$ cat src/hdl/rlva_pkg.sv
`default_nettype none

package rlva_pkg;

    localparam int FRAC_BITS  = 15;
    localparam int POS_W      = 16;
    localparam int PRES_W     = 24;
    localparam int DATA_W     = 56;
    localparam int CFG_IDX_W  = 2;
    localparam int CFG_DATA_W = 24;

    // fixed-point one, fully open
    localparam logic [POS_W-1:0] ONE = POS_W'(32'd1 << FRAC_BITS);

    localparam logic [POS_W-1:0]  INIT_POS_RESET = '0;
    localparam logic [POS_W-1:0]  STEP_RESET     = POS_W'(328);
    localparam logic [PRES_W-1:0] MIN_PRES_RESET = '0;

    typedef enum logic [CFG_IDX_W-1:0] {
        CFG_INIT_POS = 2'd0,
        CFG_STEP     = 2'd1,
        CFG_MIN_PRES = 2'd2
    } cfg_idx_t;

    typedef struct packed {
        logic [POS_W-1:0]  given_position;
        logic              hold_setpoint;
        logic [PRES_W-1:0] inlet_pressure;
        logic [POS_W-1:0]  resistance_in;
    } item_t;

    typedef struct packed {
        logic [POS_W-1:0]  position;
        logic [PRES_W-1:0] outlet_pressure;
        logic [POS_W-1:0]  resistance_out;
        logic              setpoint_error;
    } result_t;

    typedef struct packed {
        logic             update;
        logic [POS_W-1:0] position;
        logic [POS_W-1:0] setpoint;
    } state_upd_t;

    function automatic logic [POS_W-1:0] sat_one(input logic [POS_W-1:0] v);
        return (v > ONE) ? ONE : v;
    endfunction

endpackage

`default_nettype wire

$ cat src/hdl/rate_limited_valve_actuator.sv
`default_nettype none

// channel  | dir | handshake               | payload
// ---------+-----+-------------------------+------------------------------------------
// s_axis   | in  | s_tvalid / s_tready     | s_tdata: given_position, inlet_pressure,
//          |     |                         |   resistance_in; s_tuser: hold_setpoint
// m_axis   | out | m_tvalid / m_tready     | m_tdata: position, outlet_pressure,
//          |     |                         |   resistance_out; m_tuser: setpoint_error
// cfg      | in  | cfg_valid / cfg_ready   | cfg_index, cfg_data
//
// one transaction per cycle sustained while m_tready takes each result; from input to result:
// (input register, then one pass of step logic into the result register)
// the position and setpoint registers are updated in the same cycle the item
// leaves the input register, so the next item sees the new state directly
// rst_n clears both valid flags and loads the register reset values
// a stalled result holds the result register; the input register still fills only while empty
// cfg_ready is always high; an initial_position write reloads position and setpoint
module rate_limited_valve_actuator (
    input  wire logic                               clk,
    input  wire logic                               rst_n,
    // slave side
    input  wire logic                               s_tvalid,
    output logic                                    s_tready,
    // [15:0] given_position, [39:16] inlet_pressure, [55:40] resistance_in
    input  wire logic [rlva_pkg::DATA_W-1:0]        s_tdata,
    // [0] hold_setpoint
    input  wire logic                               s_tuser,
    // master side
    output logic                                    m_tvalid,
    input  wire logic                               m_tready,
    // [15:0] position, [39:16] outlet_pressure, [55:40] resistance_out
    output logic [rlva_pkg::DATA_W-1:0]             m_tdata,
    // [0] setpoint_error
    output logic                                    m_tuser,
    // configuration write channel
    input  wire logic                               cfg_valid,
    output logic                                    cfg_ready,
    input  wire logic [rlva_pkg::CFG_IDX_W-1:0]     cfg_index,
    input  wire logic [rlva_pkg::CFG_DATA_W-1:0]    cfg_data
);

    localparam int POS_W  = rlva_pkg::POS_W;
    localparam int PRES_W = rlva_pkg::PRES_W;

    // configuration registers
    logic [POS_W-1:0]  init_pos_reg;
    logic [POS_W-1:0]  step_reg;
    logic [PRES_W-1:0] min_pres_reg;

    // actuator state
    logic [POS_W-1:0]  pos_reg;
    logic [POS_W-1:0]  setpoint_reg;

    // pipeline registers
    logic              in_valid_reg;
    rlva_pkg::item_t   in_item_reg;
    logic              out_valid_reg;
    rlva_pkg::result_t out_result_reg;

    rlva_pkg::item_t      in_item;
    rlva_pkg::result_t    step_result;
    rlva_pkg::state_upd_t step_upd;

    logic out_free;
    logic step_fire;
    logic cfg_fire;

    // unpack the incoming transaction
    assign in_item.given_position = s_tdata[15:0];
    assign in_item.inlet_pressure = s_tdata[39:16];
    assign in_item.resistance_in  = s_tdata[55:40];
    assign in_item.hold_setpoint  = s_tuser;

    // result register can take a new value when empty or being drained
    assign out_free  = !out_valid_reg || m_tready;
    assign step_fire = in_valid_reg && out_free;
    assign s_tready  = !in_valid_reg || out_free;

    assign cfg_ready = 1'b1;
    assign cfg_fire  = cfg_valid && cfg_ready;

    rlva_step u_step (
        .item         (in_item_reg),
        .cur_pos      (pos_reg),
        .cur_setpoint (setpoint_reg),
        .step         (step_reg),
        .min_pres     (min_pres_reg),
        .result       (step_result),
        .upd          (step_upd)
    );

    // input stage valid
    always_ff @(posedge clk or negedge rst_n)
    begin
        if (!rst_n)
        begin
            in_valid_reg <= 1'b0;
        end
        else if (s_tready)
        begin
            in_valid_reg <= s_tvalid;
        end
    end

    // input payload, no reset needed
    always_ff @(posedge clk)
    begin
        if (s_tvalid && s_tready)
        begin
            in_item_reg <= in_item;
        end
    end

    // result stage valid
    always_ff @(posedge clk or negedge rst_n)
    begin
        if (!rst_n)
        begin
            out_valid_reg <= 1'b0;
        end
        else if (out_free)
        begin
            out_valid_reg <= in_valid_reg;
        end
    end

    // result payload
    always_ff @(posedge clk)
    begin
        if (step_fire)
        begin
            out_result_reg <= step_result;
        end
    end

    // configuration and actuator state; writes must only arrive while idle, not enforced here
    always_ff @(posedge clk or negedge rst_n)
    begin
        if (!rst_n)
        begin
            init_pos_reg <= rlva_pkg::INIT_POS_RESET;
            step_reg     <= rlva_pkg::STEP_RESET;
            min_pres_reg <= rlva_pkg::MIN_PRES_RESET;
            pos_reg      <= rlva_pkg::sat_one(rlva_pkg::INIT_POS_RESET);
            setpoint_reg <= rlva_pkg::sat_one(rlva_pkg::INIT_POS_RESET);
        end
        else if (cfg_fire)
        begin
            case (cfg_index)
                rlva_pkg::CFG_INIT_POS:
                begin
                    init_pos_reg <= cfg_data[POS_W-1:0];
                    pos_reg      <= rlva_pkg::sat_one(cfg_data[POS_W-1:0]);
                    setpoint_reg <= rlva_pkg::sat_one(cfg_data[POS_W-1:0]);
                end
                rlva_pkg::CFG_STEP:
                begin
                    step_reg <= cfg_data[POS_W-1:0];
                end
                rlva_pkg::CFG_MIN_PRES:
                begin
                    min_pres_reg <= cfg_data[PRES_W-1:0];
                end
                default:
                begin
                    // unknown register index, write dropped
                    init_pos_reg <= init_pos_reg;
                end
            endcase
        end
        else if (step_fire && step_upd.update)
        begin
            // an out-of-range setpoint leaves the state alone
            pos_reg      <= step_upd.position;
            setpoint_reg <= step_upd.setpoint;
        end
    end

    // pack the outgoing transaction
    assign m_tvalid       = out_valid_reg;
    assign m_tdata[15:0]  = out_result_reg.position;
    assign m_tdata[39:16] = out_result_reg.outlet_pressure;
    assign m_tdata[55:40] = out_result_reg.resistance_out;
    assign m_tuser        = out_result_reg.setpoint_error;

endmodule

`default_nettype wire

$ cat src/hdl/rlva_step.sv
`default_nettype none

// one tick of the actuator: slew-limited position, outlet pressure, resistance
module rlva_step (
    input  wire rlva_pkg::item_t                 item,
    input  wire logic [rlva_pkg::POS_W-1:0]      cur_pos,
    input  wire logic [rlva_pkg::POS_W-1:0]      cur_setpoint,
    input  wire logic [rlva_pkg::POS_W-1:0]      step,
    input  wire logic [rlva_pkg::PRES_W-1:0]     min_pres,
    output rlva_pkg::result_t                    result,
    output rlva_pkg::state_upd_t                 upd
);

    localparam int POS_W  = rlva_pkg::POS_W;
    localparam int PRES_W = rlva_pkg::PRES_W;
    localparam int FB     = rlva_pkg::FRAC_BITS;

    logic [POS_W-1:0]        sp;
    logic                    sp_bad;
    logic [POS_W:0]          up_sum;
    logic [POS_W:0]          dn_diff;
    logic [POS_W-1:0]        new_pos;
    logic [PRES_W+POS_W-1:0] pres_prod;
    logic [PRES_W-1:0]       pres_q;
    logic [2*POS_W-1:0]      res_prod;
    logic [POS_W-1:0]        open_part;

    always_comb
    begin
        sp      = item.hold_setpoint ? cur_setpoint : item.given_position;
        sp_bad  = sp > rlva_pkg::ONE;
        up_sum  = {1'b0, cur_pos} + {1'b0, step};
        dn_diff = {1'b0, cur_pos} - {1'b0, step};

        // move one step, snap onto the setpoint on overshoot
        if (sp > cur_pos)
        begin
            new_pos = (up_sum > {1'b0, sp}) ? sp : up_sum[POS_W-1:0];
        end
        else if (sp < cur_pos)
        begin
            new_pos = (dn_diff[POS_W] || (dn_diff[POS_W-1:0] < sp)) ? sp
                                                                   : dn_diff[POS_W-1:0];
        end
        else
        begin
            new_pos = cur_pos;
        end

        pres_prod = {{POS_W{1'b0}}, item.inlet_pressure} * {{PRES_W{1'b0}}, new_pos};
        pres_q    = pres_prod[FB +: PRES_W];

        res_prod  = {{POS_W{1'b0}}, rlva_pkg::ONE - item.resistance_in}
                  * {{POS_W{1'b0}}, new_pos};
        open_part = res_prod[FB +: POS_W];

        if (sp_bad)
        begin
            result.position        = cur_pos;
            result.outlet_pressure = '0;
            result.resistance_out  = '0;
            result.setpoint_error  = 1'b1;
        end
        else
        begin
            result.position        = new_pos;
            result.outlet_pressure = (pres_q < min_pres) ? min_pres : pres_q;
            result.resistance_out  = (item.resistance_in >= rlva_pkg::ONE)
                                   ? rlva_pkg::ONE : rlva_pkg::ONE - open_part;
            result.setpoint_error  = 1'b0;
        end

        upd.update   = !sp_bad;
        upd.position = new_pos;
        upd.setpoint = sp;
    end

endmodule

`default_nettype wire

$ cat config.mk
export PLATFORM = sky130hd
export DESIGN_NAME = rate_limited_valve_actuator
export DESIGN_NICKNAME = d
export VERILOG_FILES = /design/src/hdl/rlva_pkg.sv /design/src/hdl/rate_limited_valve_actuator.sv /design/src/hdl/rlva_step.sv
export SDC_FILE = /design/constraint.sdc
export NUM_CORES = 2
export LEC_CHECK = 0
export BUFFER_PORTS_ARGS = -buffer_cell sky130_fd_sc_hd__buf_2
export CAP_MARGIN = 10
export CORE_AREA = 4 4 308 310
export DETAILED_ROUTE_END_ITERATION = 7
export DIE_AREA = 0 0 312 314
export PLACE_DENSITY_LB_ADDON = 0.15
export SETUP_SLACK_MARGIN = 0.05
export SLEW_MARGIN = 20
export SYNTH_ARGS = -nofsm -noshare
export SYNTH_HDL_FRONTEND = slang
export SYNTH_HIERARCHICAL = 1
export SYNTH_SLANG_ARGS = --single-unit
$ cat constraint.sdc
create_clock -name clk -period 12 [get_ports clk]
set_input_delay 0 -clock clk [delete_from_list [all_inputs] [get_ports clk]]
set_output_delay 0 -clock clk [all_outputs]
set_load 0.1 [all_outputs]
==> run_results.csv <==
group,metric,value,unit
critical_path,critPathSlowestCell,"sky130_fd_sc_hd__fa_1",
synth,synth-async-reset-ratio,0.394,
routing,wl_met1,49000,um
cts,ctsLongestPathBuffers,2,
synth,synth_nets,4353,
placed_design,detailedPlace.worstSlack,-1.01,ns
layout,max_ffs_per_register,57,
layout,final-instance-count-excl-fill,5247,
placed_design,placed_cells,5055,
critical_path,worst_reg2reg_path_depth,60,
critical_path,timing_worst_setup_path_type,"flop to flop",
critical_path,cp-end-kind,"flop",
grt,grt_use_total,0.217,
synth,post-synth-top-count-cell,"sky130_fd_sc_hd__inv_1",
critical_path,ff2ff_setup_slack,-0.65,ns
run_status,failed_checks,"negative setup slack",
synth,synth.lib_cells_used.distinct,85,
routing,avgRoutedWirePerCell,19.9,um
synth,yosysWarnings,6,
critical_path,crit_top_cell,"sky130_fd_sc_hd__fa_1",
die,die-area,0.0980,sq mm
layout,drive_gt1_frac,0.223,
die,core.rowCount,111,
sta,tightest_slew,1.10,ns
grt,maximum_number_of_pins_on_one_net_before_global_route_repair,65,
routing,route.vias.total,25900,
die,core-area,0.0917,sq mm
sta,post_route_fraction_of_the_period_consumed_by_the_critical_path,1.05,
critical_path,worstSetupEndpoint,"m_tdata[38]$_DFFE_PN_",
synth,synth-seq-cells,188,
die,top_level_ports,148,
routing,highest-signal-layer,"met4",
synth,postSynth.topFlopCell,"sky130_fd_sc_hd__edfxtp_1",
routing,drt_iter0_drc,1502,
grt,antenna_found_initial,1,
hold_path,hold_path.class,"primary input to flop",
run_status,run_status,"finished, violations left",
sta,grt_setup_unrepaired,"true",
synth,syn-mean-instance-area,9.24,sq um
critical_path,worstReg2RegStart,"step_reg[7]$_DFFE_PN0P_",
sta,maxSlewViolCount,0,
routing,post-route-drc-count,0,
sta,fin_setup_tns,-14.60,ns
layout,fillerInstances,9158,
routing,dr_wl_met3,4980,um
critical_path,critical_path.startpoint,"step_reg[7]$_DFFE_PN0P_",
critical_path,worst_setup_path_start_kind,"flop",
grt,globalRouteOverflowTotal,0,
placed_design,detailed_place_hpwl,80800,um
layout,areaGrowthSynthToFinish,25.1,%
layout,layout.nets,4937,
critical_path,worst_ep_required_time,12.21,ns
die,initial_utilization,0.349,
placed_design,final_weighted_congestion_in_routability_driven_placement,0.899,
routing,ant_nets,0,
grt,first_pass_grt_wire_length,163000,um
cts,clk_root_buffer_cell,"sky130_fd_sc_hd__clkbuf_16",
synth,netlist_instances,3461,
sta,fmax,79.1,MHz
cts,clock_sinks,188,
cts,tritoncts,"yes",
synth,synth_seq_area_share,0.165,
job,max_cap_viol_count,0,
sta,timing.slew.headroom,0.264,
critical_path,timing.critical_path.arrival,12.86,ns
cts,htree_levels,4,
critical_path,worst_r2r_endpoint,"m_tdata[38]$_DFFE_PN_",
sta,period_needed,12.65,ns
routing,drt_pass1_iterations,5,
die,chipWidth,312,um
synth,synthDominantAreaCellType,"sky130_fd_sc_hd__fa_1",
sta,finClkSkew,0.0268,ns
critical_path,critical-path-max-stage-delay,0.57,ns
cts,cts.clk_slew.worst_paths,0.09,ns
synth,synthDominantCellAreaShare,0.312,
synth,synth.top_cells.by_count,"sky130_fd_sc_hd__inv_1 (677), sky130_fd_sc_hd__fa_1 (498), sky130_fd_sc_hd__nand2_1 (493)",
cts,clkLatencyLatePin,0.52,ns
routing,met2RoutedLength,49200,um
die,die-height,314,um
routing,totalWireLength,105000,um
sta,finalHoldViolations,0,
synth,synth-edff-count,114,
grt,first_global_vias,27500,
sta,post-route-worst-setup-slack,-0.650,ns
routing,vias_per_cell,4.94,
synth,synth_area,0.0320,sq mm
sta,setup_viol,24,
placed_design,number_of_input_and_output_port_buffers_inserted,146,
critical_path,crit_fanout,5,
synth,synth.area.top_cells,"sky130_fd_sc_hd__fa_1 (31%), sky130_fd_sc_hd__ha_1 (12%), sky130_fd_sc_hd__edfxtp_1 (11%), sky130_fd_sc_hd__inv_1 (7.9%), sky130_fd_sc_hd__nand2_1 (5.8%)",
cts,tritoncts.num_buffers,17,
==> area by class of cell <==
type                       count  area, sq um  area share
timing repair buffer         717         5550       0.139
inverter                     679         2550      0.0637
multi-input combinational   2442        24500       0.613
clock buffer                  18          439      0.0110
tap                         1186         1480      0.0371
sequential                   188         5280       0.132
antenna                        3         7.51    0.000188
clock inverter                14          180     0.00450
==> how the worst min path moves through the flow <==
stage                 from                           to  slack, ns  cells after the start
2_1_floorplan        rst_n     in_valid_reg$_DFFE_PN0N_      -0.30                      0
3_3_place_gp         rst_n  min_pres_reg[8]$_DFFE_PN0P_      -0.07                      1
3_5_place_dp         rst_n  min_pres_reg[8]$_DFFE_PN0P_      -0.07                      1
4_1_cts        s_tdata[11]    in_item_reg[52]$_DFFE_PP_       0.15                      2
5_1_grt         s_tdata[8]    in_item_reg[49]$_DFFE_PP_       0.16                      2
6_report           s_tuser    in_item_reg[40]$_DFFE_PP_       0.19                      2
==> metrics by stage <==
| stage | util | instance area [sq um] | hold WS (ns) |
|---|---|---|---|
| 4_1_cts | 0.431 | 39500 | 0.145 |
| 6_report | 0.436 | 40000 | 0.189 |
| 3_5_place_dp | 0.404 | 37100 | -0.0729 |
| 3_3_place_gp | 0.404 | 37100 | -0.0704 |
| 2_1_floorplan | - | 32100 | -0.296 |
| 5_1_grt | 0.436 | 40000 | 0.165 |
==> cells by family after synthesis <==
family / after synthesis / share of synthesized area
buffers and inverters: 832 / 0.0996
AO/OA/AOI/OAI: 380 / 0.0850
flip-flops: 188 / 0.165
multiplexers: 91 / 0.0308
XOR/XNOR: 93 / 0.0255
AND/OR/NAND/NOR: 1072 / 0.162
other: 1 / 0.000117
adder cells (fa/ha/maj): 804 / 0.432
==> routing by layer <==
metal | up-vias | GRT usage
met5 | - | 0
met4 | 0 | 0.0398
met3 | 62 | 0.0325
met2 | 539 | 0.358
met1 | 13200 | 0.307
li1 | 12200 | -
==> worst max-delay path: cells and delay by family (launching register included) <==
family          cells  cell delay, ns
simple gates        9            1.10
xor+xnor            2            0.36
mux                 2            0.38
fa+ha+maj          10            3.99
buf+inv            11            1.14
compound gates     26            4.94
flops               1            0.40
==> layout by cell type, fill, tap and decap left out, types with 15 or more instances in the layout <==
cell | netlist | layout
sky130_fd_sc_hd__inv_2 | 2 | 15
sky130_fd_sc_hd__buf_2 | 15 | 145
sky130_fd_sc_hd__buf_12 | 0 | 15
sky130_fd_sc_hd__and2_1 | 214 | 206
sky130_fd_sc_hd__nor2_1 | 124 | 116
sky130_fd_sc_hd__mux2i_1 | 41 | 39
sky130_fd_sc_hd__xnor2_1 | 63 | 56
sky130_fd_sc_hd__dfrtp_1 | 71 | 70
sky130_fd_sc_hd__a221o_1 | 33 | 33
sky130_fd_sc_hd__xor2_1 | 30 | 29
sky130_fd_sc_hd__nand4_1 | 26 | 26
sky130_fd_sc_hd__nor3b_1 | 31 | 31
sky130_fd_sc_hd__fa_2 | 0 | 16
sky130_fd_sc_hd__edfxtp_1 | 114 | 114
sky130_fd_sc_hd__a21oi_2 | 1 | 20
sky130_fd_sc_hd__mux2_2 | 49 | 49
sky130_fd_sc_hd__inv_1 | 677 | 664
sky130_fd_sc_hd__nor3_1 | 35 | 34
sky130_fd_sc_hd__o211ai_1 | 18 | 18
sky130_fd_sc_hd__a21o_1 | 39 | 39
sky130_fd_sc_hd__dlygate4sd3_1 | 0 | 86
sky130_fd_sc_hd__clkbuf_16 | 0 | 18
sky130_fd_sc_hd__a21oi_1 | 104 | 80
sky130_fd_sc_hd__nor2b_1 | 25 | 22
sky130_fd_sc_hd__buf_6 | 5 | 21
sky130_fd_sc_hd__ha_4 | 0 | 17
sky130_fd_sc_hd__a211oi_1 | 22 | 15
sky130_fd_sc_hd__nand2b_1 | 18 | 18
sky130_fd_sc_hd__fa_1 | 498 | 482
sky130_fd_sc_hd__nand3_1 | 26 | 25
sky130_fd_sc_hd__and3_1 | 24 | 24
sky130_fd_sc_hd__nand2_1 | 493 | 485
sky130_fd_sc_hd__o21ai_0 | 53 | 38
sky130_fd_sc_hd__ha_1 | 306 | 279
sky130_fd_sc_hd__buf_4 | 1 | 447
==> timing repair <==
action / CTS / global route
buffers inserted: 52 / 15
hold buffers: 87 / 0
gates cloned: 4 / 1
hold endpoints to repair: 202 / 0
pin swaps: 75 / 44
gates resized for setup: 109 / 83
endpoints found under the setup margin: 24 / 34
Power is not shown: default switching activity piles up to over one toggle a cycle in this logic, so the estimate is an artifact.
